`src/mld_pkg.sv`:
```
package mld_pkg;

  localparam int NUM_INPUTS  = 8;
  localparam int COUNT_WIDTH = 16;
  localparam int PIN_W       = (NUM_INPUTS > 1) ? $clog2(NUM_INPUTS) : 1;
  localparam int IDX_W       = 3;
  localparam int LEVELS_W    = 8;
  localparam int DELAY_W     = 16;
  localparam int GROUP_PINS  = 4;
  localparam int GROUP_W     = 64;
  localparam int CFG_IDX_W   = 2;
  localparam int CFG_DATA_W  = 64;
  localparam logic [LEVELS_W-1:0]    ENABLE_RESET = 8'hFF;
  localparam logic [COUNT_WIDTH-1:0] COUNT_MAX    = {COUNT_WIDTH{1'b1}};

  typedef enum logic [CFG_IDX_W-1:0] {
    CFG_DELAYS_LOW  = 2'd0,
    CFG_DELAYS_HIGH = 2'd1,
    CFG_ENABLE_MASK = 2'd2,
    CFG_INVERT      = 2'd3
  } cfg_idx_t;

  typedef enum logic {
    OP_TICK   = 1'b0,
    OP_RESYNC = 1'b1
  } op_t;

  typedef struct packed {
    logic                   resync;
    logic                   level;
    logic                   stable;
    logic                   known;
    logic                   enable;
    logic [COUNT_WIDTH-1:0] count;
    logic [DELAY_W-1:0]     delay;
  } pin_req_t;

  typedef struct packed {
    logic                   accept;
    logic [COUNT_WIDTH-1:0] count;
  } pin_res_t;

endpackage

```
`src/mld_if.sv`:
```
interface mld_in_if;
  import mld_pkg::*;
  logic                valid;
  logic                ready;
  logic                op;
  logic [LEVELS_W-1:0] pin_levels;

  modport source(output valid, output op, output pin_levels, input ready);
  modport sink(input valid, input op, input pin_levels, output ready);
endinterface

interface mld_out_if;
  import mld_pkg::*;
  logic                valid;
  logic                ready;
  logic [IDX_W-1:0]    input_index;
  logic                reported_level;
  logic [LEVELS_W-1:0] stable_levels;
  logic                last_report;

  modport source(output valid, output input_index, output reported_level,
                 output stable_levels, output last_report, input ready);
  modport sink(input valid, input input_index, input reported_level,
               input stable_levels, input last_report, output ready);
endinterface

```
`src/mld_count_unit.sv`:
```
module mld_count_unit (
  input  mld_pkg::pin_req_t req,
  output mld_pkg::pin_res_t res
);
  import mld_pkg::*;

  logic [COUNT_WIDTH-1:0] up;

  always_comb begin
    up = (req.count == COUNT_MAX) ? req.count : req.count + 1'b1;
    res.accept = 1'b0;
    res.count  = req.count;
    priority if (req.resync) begin
      res.accept = 1'b1;
      res.count  = '0;
    end else if (req.known && (req.level == req.stable)) begin
      res.count = (req.count != '0) ? req.count - 1'b1 : req.count;
    end else begin
      res.accept = req.enable && (DELAY_W'(up) >= req.delay);
      res.count  = res.accept ? '0 : up;
    end
  end
endmodule

```
`src/multi_input_leaky_debouncer.sv`:
```
// Eight-input leaky debouncer.
// in_ch carries one item per sample tick (op = 0) or resync (op = 1) with
// the raw levels of all pins. out_ch carries one item per accepted pin,
// lowest pin first, with last_report set on the final one of an input item.
// Configuration writes (cfg_we, cfg_index, cfg_wdata) are to be made only
// while idle; the block itself does not enforce this. After an input item
// is accepted, one shared counter unit visits the pins one per cycle. Then
// the reports are loaded into the output register one at a time, and
// in_ch.ready rises again after the last one is loaded.
// A tick with no accepted pin gives no output item.
// The output register holds its item while out_ch.ready is low; the report
// walk waits for it, and in_ch.ready stays low until the last report of the
// item has been loaded.
// Reset clears all pin state (levels unknown, counters zero), the delays,
// and sets every delay enable bit; no output item is pending after reset.
module multi_input_leaky_debouncer (
  input  logic                       clk,
  input  logic                       rst,
  mld_in_if.sink                     in_ch,
  mld_out_if.source                  out_ch,
  input  logic                       cfg_we,
  input  logic [mld_pkg::CFG_IDX_W-1:0]  cfg_index,
  input  logic [mld_pkg::CFG_DATA_W-1:0] cfg_wdata
);
  import mld_pkg::*;

  typedef enum logic [1:0] {
    S_IDLE,
    S_PROC,
    S_EMIT
  } state_t;

  state_t state;

  logic [GROUP_W-1:0]  delays_low;
  logic [GROUP_W-1:0]  delays_high;
  logic [LEVELS_W-1:0] enable_mask;
  logic                invert;

  logic                   stable_level [NUM_INPUTS];
  logic                   level_known  [NUM_INPUTS];
  logic [COUNT_WIDTH-1:0] change_count [NUM_INPUTS];

  logic                  op_r;
  logic [LEVELS_W-1:0]   pins_r;
  logic [PIN_W-1:0]      pin_ctr;
  logic [NUM_INPUTS-1:0] acc_mask;

  logic [DELAY_W-1:0]    delay_all [NUM_INPUTS];
  logic [LEVELS_W-1:0]   vis;
  logic [PIN_W-1:0]      emit_idx;
  logic [NUM_INPUTS-1:0] emit_bit;
  logic                  found;
  logic [NUM_INPUTS-1:0] acc_next;

  pin_req_t req;
  pin_res_t res;

  always_comb begin
    for (int i = 0; i < NUM_INPUTS; i++) begin
      if (i < GROUP_PINS) begin
        delay_all[i] = delays_low[(i % GROUP_PINS) * DELAY_W +: DELAY_W];
      end else begin
        delay_all[i] = delays_high[(i % GROUP_PINS) * DELAY_W +: DELAY_W];
      end
    end
  end

  always_comb begin
    vis = '0;
    for (int i = 0; i < NUM_INPUTS; i++) begin
      vis[i] = stable_level[i] ^ invert;
    end
  end

  always_comb begin
    found    = 1'b0;
    emit_idx = '0;
    emit_bit = '0;
    for (int i = 0; i < NUM_INPUTS; i++) begin
      if (!found && acc_mask[i]) begin
        found       = 1'b1;
        emit_idx    = PIN_W'(i);
        emit_bit[i] = 1'b1;
      end
    end
  end

  always_comb begin
    req.resync = (op_r == OP_RESYNC);
    req.level  = pins_r[pin_ctr];
    req.stable = stable_level[pin_ctr];
    req.known  = level_known[pin_ctr];
    req.enable = enable_mask[pin_ctr];
    req.count  = change_count[pin_ctr];
    req.delay  = delay_all[pin_ctr];
  end

  mld_count_unit u_count (
    .req(req),
    .res(res)
  );

  always_comb begin
    acc_next          = acc_mask;
    acc_next[pin_ctr] = res.accept;
  end

  assign in_ch.ready = (state == S_IDLE);

  always_ff @(posedge clk) begin
    if (rst) begin
      delays_low  <= '0;
      delays_high <= '0;
      enable_mask <= ENABLE_RESET;
      invert      <= 1'b0;
    end else if (cfg_we) begin
      unique case (cfg_idx_t'(cfg_index))
        CFG_DELAYS_LOW:  delays_low  <= cfg_wdata[GROUP_W-1:0];
        CFG_DELAYS_HIGH: delays_high <= cfg_wdata[GROUP_W-1:0];
        CFG_ENABLE_MASK: enable_mask <= cfg_wdata[LEVELS_W-1:0];
        CFG_INVERT:      invert      <= cfg_wdata[0];
      endcase
    end
  end

  always_ff @(posedge clk) begin
    if (rst) begin
      state        <= S_IDLE;
      out_ch.valid <= 1'b0;
      pin_ctr      <= '0;
      acc_mask     <= '0;
      for (int i = 0; i < NUM_INPUTS; i++) begin
        stable_level[i] <= 1'b0;
        level_known[i]  <= 1'b0;
        change_count[i] <= '0;
      end
    end else begin
      // in S_EMIT a taken item is always replaced by the next report
      if (out_ch.valid && out_ch.ready && (state != S_EMIT)) begin
        out_ch.valid <= 1'b0;
      end
      unique case (state)
        S_IDLE: begin
          if (in_ch.valid) begin
            op_r     <= in_ch.op;
            pins_r   <= in_ch.pin_levels;
            pin_ctr  <= '0;
            acc_mask <= '0;
            state    <= S_PROC;
          end
        end
        S_PROC: begin
          change_count[pin_ctr] <= res.count;
          acc_mask              <= acc_next;
          if (res.accept) begin
            stable_level[pin_ctr] <= req.level;
            level_known[pin_ctr]  <= 1'b1;
          end
          if (pin_ctr == PIN_W'(NUM_INPUTS - 1)) begin
            state <= (acc_next != '0) ? S_EMIT : S_IDLE;
          end else begin
            pin_ctr <= pin_ctr + 1'b1;
          end
        end
        S_EMIT: begin
          if (!out_ch.valid || out_ch.ready) begin
            out_ch.valid          <= 1'b1;
            out_ch.input_index    <= IDX_W'(emit_idx);
            out_ch.reported_level <= stable_level[emit_idx] ^ invert;
            out_ch.stable_levels  <= vis;
            out_ch.last_report    <= ((acc_mask & ~emit_bit) == '0);
            acc_mask              <= acc_mask & ~emit_bit;
            if ((acc_mask & ~emit_bit) == '0) begin
              state <= S_IDLE;
            end
          end
        end
        default: state <= S_IDLE;
      endcase
    end
  end
endmodule

```
`src/flat_wrapper.sv`:
```
// flat-port wrapper written by rule: the top's interface ports become plain ports
module multi_input_leaky_debouncer_flat import mld_pkg::*;
  (clk, rst, cfg_we, cfg_index, cfg_wdata, in_ch_valid, in_ch_op, in_ch_pin_levels, in_ch_ready, out_ch_valid, out_ch_input_index, out_ch_reported_level, out_ch_stable_levels, out_ch_last_report, out_ch_ready);
  mld_in_if in_ch_i ();
  mld_out_if out_ch_i ();
  input  logic clk;
  input  logic rst;
  input  logic cfg_we;
  input  logic [mld_pkg::CFG_IDX_W-1:0] cfg_index;
  input  logic [mld_pkg::CFG_DATA_W-1:0] cfg_wdata;
  input wire logic [$bits(in_ch_i.valid)-1:0] in_ch_valid;
  input wire logic [$bits(in_ch_i.op)-1:0] in_ch_op;
  input wire logic [$bits(in_ch_i.pin_levels)-1:0] in_ch_pin_levels;
  output wire logic [$bits(in_ch_i.ready)-1:0] in_ch_ready;
  output wire logic [$bits(out_ch_i.valid)-1:0] out_ch_valid;
  output wire logic [$bits(out_ch_i.input_index)-1:0] out_ch_input_index;
  output wire logic [$bits(out_ch_i.reported_level)-1:0] out_ch_reported_level;
  output wire logic [$bits(out_ch_i.stable_levels)-1:0] out_ch_stable_levels;
  output wire logic [$bits(out_ch_i.last_report)-1:0] out_ch_last_report;
  input wire logic [$bits(out_ch_i.ready)-1:0] out_ch_ready;
  assign in_ch_i.valid = in_ch_valid;
  assign in_ch_i.op = in_ch_op;
  assign in_ch_i.pin_levels = in_ch_pin_levels;
  assign in_ch_ready = in_ch_i.ready;
  assign out_ch_valid = out_ch_i.valid;
  assign out_ch_input_index = out_ch_i.input_index;
  assign out_ch_reported_level = out_ch_i.reported_level;
  assign out_ch_stable_levels = out_ch_i.stable_levels;
  assign out_ch_last_report = out_ch_i.last_report;
  assign out_ch_i.ready = out_ch_ready;
  multi_input_leaky_debouncer u_core (.clk(clk), .rst(rst), .in_ch(in_ch_i), .out_ch(out_ch_i), .cfg_we(cfg_we), .cfg_index(cfg_index), .cfg_wdata(cfg_wdata));
endmodule
```
`config.mk`:
```
export PLATFORM = sky130hd
export DESIGN_NAME = multi_input_leaky_debouncer_flat
export DESIGN_NICKNAME = d
export VERILOG_FILES = /design/src/mld_pkg.sv /design/src/mld_if.sv /design/src/mld_count_unit.sv /design/src/multi_input_leaky_debouncer.sv /design/src/flat_wrapper.sv
export SDC_FILE = /design/constraint.sdc
export NUM_CORES = 1
export LEC_CHECK = 0
export ABC_AREA = 0
export BUFFER_PORTS_ARGS = -buffer_cell sky130_fd_sc_hd__clkbuf_2
export CAP_MARGIN = 10
export CORE_ASPECT_RATIO = 1.5
export CORE_MARGIN = 10
export CORE_UTILIZATION = 50
export CTS_BUF_LIST = sky130_fd_sc_hd__clkbuf_2
export DETAILED_ROUTE_END_ITERATION = 6
export PLACE_DENSITY = 0.68
export SKIP_CTS_REPAIR_TIMING = 1
export SLEW_MARGIN = 20
export SYNTH_ARGS = -nofsm -noshare
export SYNTH_HDL_FRONTEND = slang
export SYNTH_SLANG_ARGS = --single-unit
```
`constraint.sdc`:
```
create_clock -name clk -period 6.6 [get_ports clk]
set_clock_uncertainty 0.15 [all_clocks]
set_input_delay 0.66 -clock clk [delete_from_list [all_inputs] [get_ports clk]]
set_output_delay 0.66 -clock clk [all_outputs]
set_load 0.005 [all_outputs]
```
Yosys cells after proc, flatten, opt, wreduce, memory -nomap -nowiden:

Memories as Yosys holds them, arrays and structs flattened. A register that Yosys moved wholly into a read port is not among the register bits.
Cells that the tools add are included.

* bits in writable memories: 144
* word-level logic and storage cells: 167
* register bits after elaboration: 173
* memories kept: 3

Memories
* u_core.change_count: words 8, width 16, read ports 1, clocked after memory_dff 1, wr ports 8, RTL line multi_input_leaky_debouncer.sv:42 `logic [COUNT_WIDTH-1:0] change_count [NUM_INPUTS];`
* u_core.level_known: words 8, width 1, read ports 1, clocked after memory_dff 1, wr ports 8, RTL line multi_input_leaky_debouncer.sv:41 `logic level_known [NUM_INPUTS];`
* u_core.stable_level: words 8, width 1, read ports 10, clocked after memory_dff 1, wr ports 8, RTL line multi_input_leaky_debouncer.sv:40 `logic stable_level [NUM_INPUTS];`

* equal/unequal tests: 14
* mux-type cells: 76
* add/sub/neg operators: 3
* $lt $le $gt $ge: 4
* bitwise gates (word level): 13
* reductions and logical operators: 40

Operator list (number)
* 2-to-1 mux 16 bit: 7
* binary-select mux 16 bit (select 3 bit): 1
* 2-to-1 mux 3 bit: 15
* 2-to-1 mux 1 bit: 36
* case mux 8 bit (3 select lines): 1
* 2-to-1 mux 17 bit: 1
* adder 16 x 1 -> 16 bit (second input constant): 1
* == test 16 bit (second input constant): 1
* >= comparator 16 bit: 1
* 2-to-1 mux 8 bit: 2
* nonzero test 16 bit: 1
* OR reduction 16 bit: 1
* subtractor 16 x 1 -> 16 bit (second input constant): 1
* 2-to-1 mux 2 bit: 7
* logical AND 1 bit: 12
* AND reduction 3 bit: 4
* bitwise XOR 1 bit: 9
* bitwise AND 8 bit: 1
* bitwise mux 8 bit: 1
* logical NOT 1 bit: 8
* logical NOT 8 bit: 1
* NOT 8 bit: 1
* AND reduction 2 bit: 4
* nonzero test 8 bit: 1
* other kinds (22): 32

Depth between registers and ports, before layout:

* depth after elaboration: 28
* depth in mapped cells: 28
* gate-level depth less buffers: 18

By module:

A second synthesis with hierarchy kept.

* cell total of the unflattened synthesis: 1549
* area total of the unflattened synthesis: 15416.0 um^2

Modules (own cells, without submodules)
* multi_input_leaky_debouncer: area each 13835.8 um^2, cells an instance 1312, times used 1
* mld_count_unit: area each 1580.3 um^2, cells an instance 237, times used 1

Worst setup path before layout:

Ideal clock, no wire load.

* path type: reg-to-reg
* from: register with a tool-made name
* to: memory u_core.stable_level[2] (enable)
* data required time: 6.195 ns
* path buffers: 11
* arrival time: 5.249 ns
* slack: 0.946 ns
* clock period less this slack: 5.654 ns
* stages on the path, launching flop included: 28
* library setup time: 0.255 ns
* cell sequence: dfxtp_1 > buf_6 > buf_12 > buf_12 > buf_12 > buf_6 > buf_6 > buf_4 > mux4_2 > mux2i_1 > inv_1 > ha_1 > inv_1 > or3_1 > buf_4 > or4_4 > buf_6 > nand2_1 > o21ai_0 > ha_1 > a2111oi_0 > nor3_1 > o31ai_1 > o211ai_1 > a31oi_2 > clkbuf_1 > buf_1 > o21bai_1

RTL lines (RTL line)
* end: declaration: multi_input_leaky_debouncer.sv:40

==> results.md <==
- The internal power is 0.00318 W.
- The clock-pin slew on the worst setup and hold paths is 110 ps.
- Yosys printed 0 warnings.
- The number of buffers on the longest clock path is 3.
- The number of I/O pins is 95.
- The later pin in the worst-skew pair is clocked with a latency of 1000 ps.
- The buffer cell driving the clock tree root is sky130_fd_sc_hd__clkbuf_2.
- During placement, the flow inserted port buffers numbering 94.
- Walking the worst path, the cells encountered are buf_4 -> mux2i_1 -> mux4_2 -> nor2_1 -> nand2_1 -> nor4_4 -> xnor2_1 -> ha_1 -> nand2b_1 -> a2111oi_0 -> nor3_1 -> o31ai_1 -> o211ai_1 -> a31oi_2 -> buf_4 -> nand3_1 -> buf_4 -> nor2_1.
- The fraction of power consumed by combinational cells is 0.276.
- The pre-antenna-repair detailed-routing pass consisted of 5 iterations.
- The floorplan step defined a die boundary enclosing 0.0398 mm2.
- The global placer's final weighted congestion is 0.929.
- The synthesized net count is 1736.
- The number of nets with antenna violations after routing is 0.
- The core area is 0.0317 mm2.
- The routed layout has 13.4k vias.
- The post-place instance area is 0.0167 mm2.
- The average detailed-routed wire length per instance is 21.0 um.
- The worst path in the final design needs a cycle of 5850 ps, including I/O delays and setup.
- The slew at the pin with the worst max-slew slack is 1070 ps.
- Summed over all cells, the static leakage comes to 6.49 nW.
- The final sum of negative setup slack is 0 ps.
- In the final layout, the share of cells above drive strength 1 is 0.181.
- The data required time of the worst path is 7280 ps.
- For this run, design rule violations remaining after detail routing come to 0.
- The final hold violation count is 0.
- Across the VDD grid, the largest voltage drop is 0.136 mV.
- The net switching fraction of the power is 0.357.
- The worst pin sits at a relative slew slack of 0.286.
- The total length of routed wires is 47800 um.
- Clock tree synthesis found a total of 320 sinks.
- The initial utilization of the core area, before any placement, comes to 0.505.
- The register bit total from synthesis is 320.
- The number of clock buffers inserted by TritonCTS is 77.
- TritonCTS built the clock tree.
- The cell with the most instances on the worst path is sky130_fd_sc_hd__buf_4.
- For this block, the initial DRC count from the detailed router was 900.
- The dominant cell by count in the synthesized netlist is sky130_fd_sc_hd__nand2_1.
- The total routing usage reported by global routing is 0.229.
- Setup violations remaining at the end of the flow were counted as 0.
- The portion of the post-synthesis area used by sequential elements is 0.498.
- Entering global routing, the biggest net connects 83 pins.
- The element type at the critical path start is a register.
- By area the synthesized netlist is led by sky130_fd_sc_hd__edfxtp_1 (30%), sky130_fd_sc_hd__dfxtp_1 (20%), sky130_fd_sc_hd__nand2_1 (7.5%).
- The register-to-register setup slack is 750 ps.
- Of all nets on the critical path, the largest fanout is 48.
- The final number of max-transition violations is 0.
- The die is 239 um tall.
- For this design, the slowest cell found on the critical path is sky130_fd_sc_hd__dfxtp_4.
- The area growth from synthesis to layout is 13.6%.
- The synthesized netlist occupies a cell area of 0.0160 mm2.
- In this design, the stage delay of the slowest critical-path cell is 710 ps.
- The buffer and inverter count on the worst path is 3.
- The tightest min-delay check is of the in2reg type.
- In the synthesized netlist the async set-or-reset flop fraction comes to 0.
- Once detailed placement completed, the half-perimeter wirelength came to 33000 um.
- The first-pass GRT wire length is 72400 um.
- The number of antenna violations at the first check in global routing was 2.
- The final clock period utilization by the worst path is 0.886.
- The floorplan die width is 166 um.
- The number of flops mapped to enable cells by yosys is 158.
- The maximum frequency from static timing analysis is 0.171 GHz.
- The relative contribution of the clock network to total power is 0.266.
- By startpoint and endpoint, the worst setup path is classified as reg2reg.
- The most used flip-flop cell after synthesis is sky130_fd_sc_hd__dfxtp_1.
- The fraction of post-synthesis cell area in the top cell type by area is 0.296.
- The arrival time at the worst endpoint is 6520 ps.
- Broken down by cell family, the worst path's largest delay share belongs to simple AND/OR/NAND/NOR gates.
- The via count of the first global-routing pass is 13.2k.
- After the last flow step, the layout net total stands at 1909.
- Synthesis handed over a netlist of 1632 instances.
- The power share of the sequential group is 0.458.
- The total power per unit cell area is 272 mW/mm2.
- The critical path endpoint category is a register.
- Averaged over all synthesized cells, the footprint is 9.82 um2.
- The overflow left after global routing is 0.
- The library cell occupying the most area in the post-synthesis netlist is sky130_fd_sc_hd__edfxtp_1.
- Across the run, the number of max-cap violations was 0.
- The finished cells cover 0.0182 mm2.
- By count the netlist is led by sky130_fd_sc_hd__nand2_1 (321), sky130_fd_sc_hd__nor2_1 (185), sky130_fd_sc_hd__dfxtp_1 (162), sky130_fd_sc_hd__edfxtp_1 (158), sky130_fd_sc_hd__a21oi_1 (157).
- The flow ran to the end, and the final reports show no timing, DRC or antenna violations.
- The H-tree depth is 3.
- The switching power summed over all nets is 0.00176 W.
- The floorplan has 80 rows.
- The average vias per placed instance is 5.88.
- The number of different library cells used by synthesis comes to 92.
- Setup repair after global routing left no endpoint under its margin.
[cell families after synthesis]
group | after synthesis | synth area share
flops | 320 | 0.498
xor+xnor | 28 | 0.0209
mux | 80 | 0.0789
fa+ha+maj | 26 | 0.0200
compound gates | 332 | 0.139
simple gates | 702 | 0.198
buf+inv | 144 | 0.0451
[stage by stage]
step | hold slack, ps | worst slack (ps) | power [W] | util | cells
2_1_floorplan | 279 | 946 | 0.00321 | - | 1632
3_3_place_gp | 292 | 911 | 0.00361 | 0.526 | 2056
3_5_place_dp | 296 | 858 | 0.00362 | 0.526 | 2056
4_1_cts | -394 | 814 | 0.00491 | 0.548 | 2188
5_1_grt | 195 | 304 | 0.00518 | 0.574 | 2271
6_report | 238 | 752 | 0.00494 | 0.574 | 2272
[cell usage in the layout, fill, tap and decap left out, types with 23 or more instances in the layout]
cell type,count
sky130_fd_sc_hd__a21oi_1,157
sky130_fd_sc_hd__a22oi_1,41
sky130_fd_sc_hd__buf_4,41
sky130_fd_sc_hd__clkbuf_2,199
sky130_fd_sc_hd__dfxtp_1,159
sky130_fd_sc_hd__dlygate4sd3_1,80
sky130_fd_sc_hd__edfxtp_1,158
sky130_fd_sc_hd__ha_1,24
sky130_fd_sc_hd__inv_1,23
sky130_fd_sc_hd__mux2i_1,39
sky130_fd_sc_hd__mux4_2,34
sky130_fd_sc_hd__nand2_1,321
sky130_fd_sc_hd__nand3_1,39
sky130_fd_sc_hd__nor2_1,184
[power groups by stage]
stage               registers, W  logic, W  clock network (W)
floorplan                0.00226  0.000947                  0
global placement         0.00231   0.00130                  0
detailed placement       0.00231   0.00131                  0
CTS                      0.00227   0.00131            0.00134
global route             0.00228   0.00147            0.00143
finish                   0.00227   0.00136            0.00132
[layout make-up]
class / count / area, um2
Clock inverter: 26 / 159
Multi-Input combinational cell: 1168 / 7330
Timing Repair Buffer: 214 / 1570
Sequential cell: 320 / 7990
Tap cell: 410 / 513
Inverter: 24 / 90.1
Clock buffer: 106 / 531
Fill cell: 2764 / 13500
Antenna cell: 4 / 10.0
[worst paths after layout]
check,startpoint,end,cells past startpoint
worst max-delay path,register,u_core.change_count[7][15]$_SDFFCE_PN0P_,18
worst min-delay path,in_ch_pin_levels[1],u_core.pins_r[1]$_DFFE_PP_,2
worst max register to register,register,u_core.change_count[7][15]$_SDFFCE_PN0P_,18
worst min register to register,u_core.delays_high[30]$_SDFFE_PP0P_,u_core.delays_high[30]$_SDFFE_PP0P_,2
[layer usage]
metal	global-route usage	up-vias	part of all wire
li1	-	6246	-
met1	0.236	6463	0.36
met2	0.417	497	0.53
met3	0.0449	147	0.059
met4	0.146	0	0.055
met5	0	-	0
[worst register-to-register path: cells and delay by family (launching register included)]
family	cells	cell delay, ps
simple gates	7	1370
buf+inv	3	1140
compound gates	4	1050
mux	2	790
flops	1	710
fa+ha+maj	1	300
xor+xnor	1	160
[flip-flops by register name (all words and copies together) (netlist names), named ones only]
signal,flops
u_core.delays_high,64
u_core.out_ch.stable_levels,8
u_core.pins_r,8
u_core.level_known,8
u_core.invert,1
u_core.out_ch.input_index,3
u_core.out_ch.last_report,1
u_core.out_ch.valid,1
u_core.pin_ctr,3
u_core.stable_level,8
u_core.delays_low,64
u_core.change_count,128
u_core.enable_mask,8
u_core.out_ch.reported_level,1
u_core.state,2
u_core.op_r,1
u_core.acc_mask,8
No activity file was read; power rests on OpenSTA's default activity.
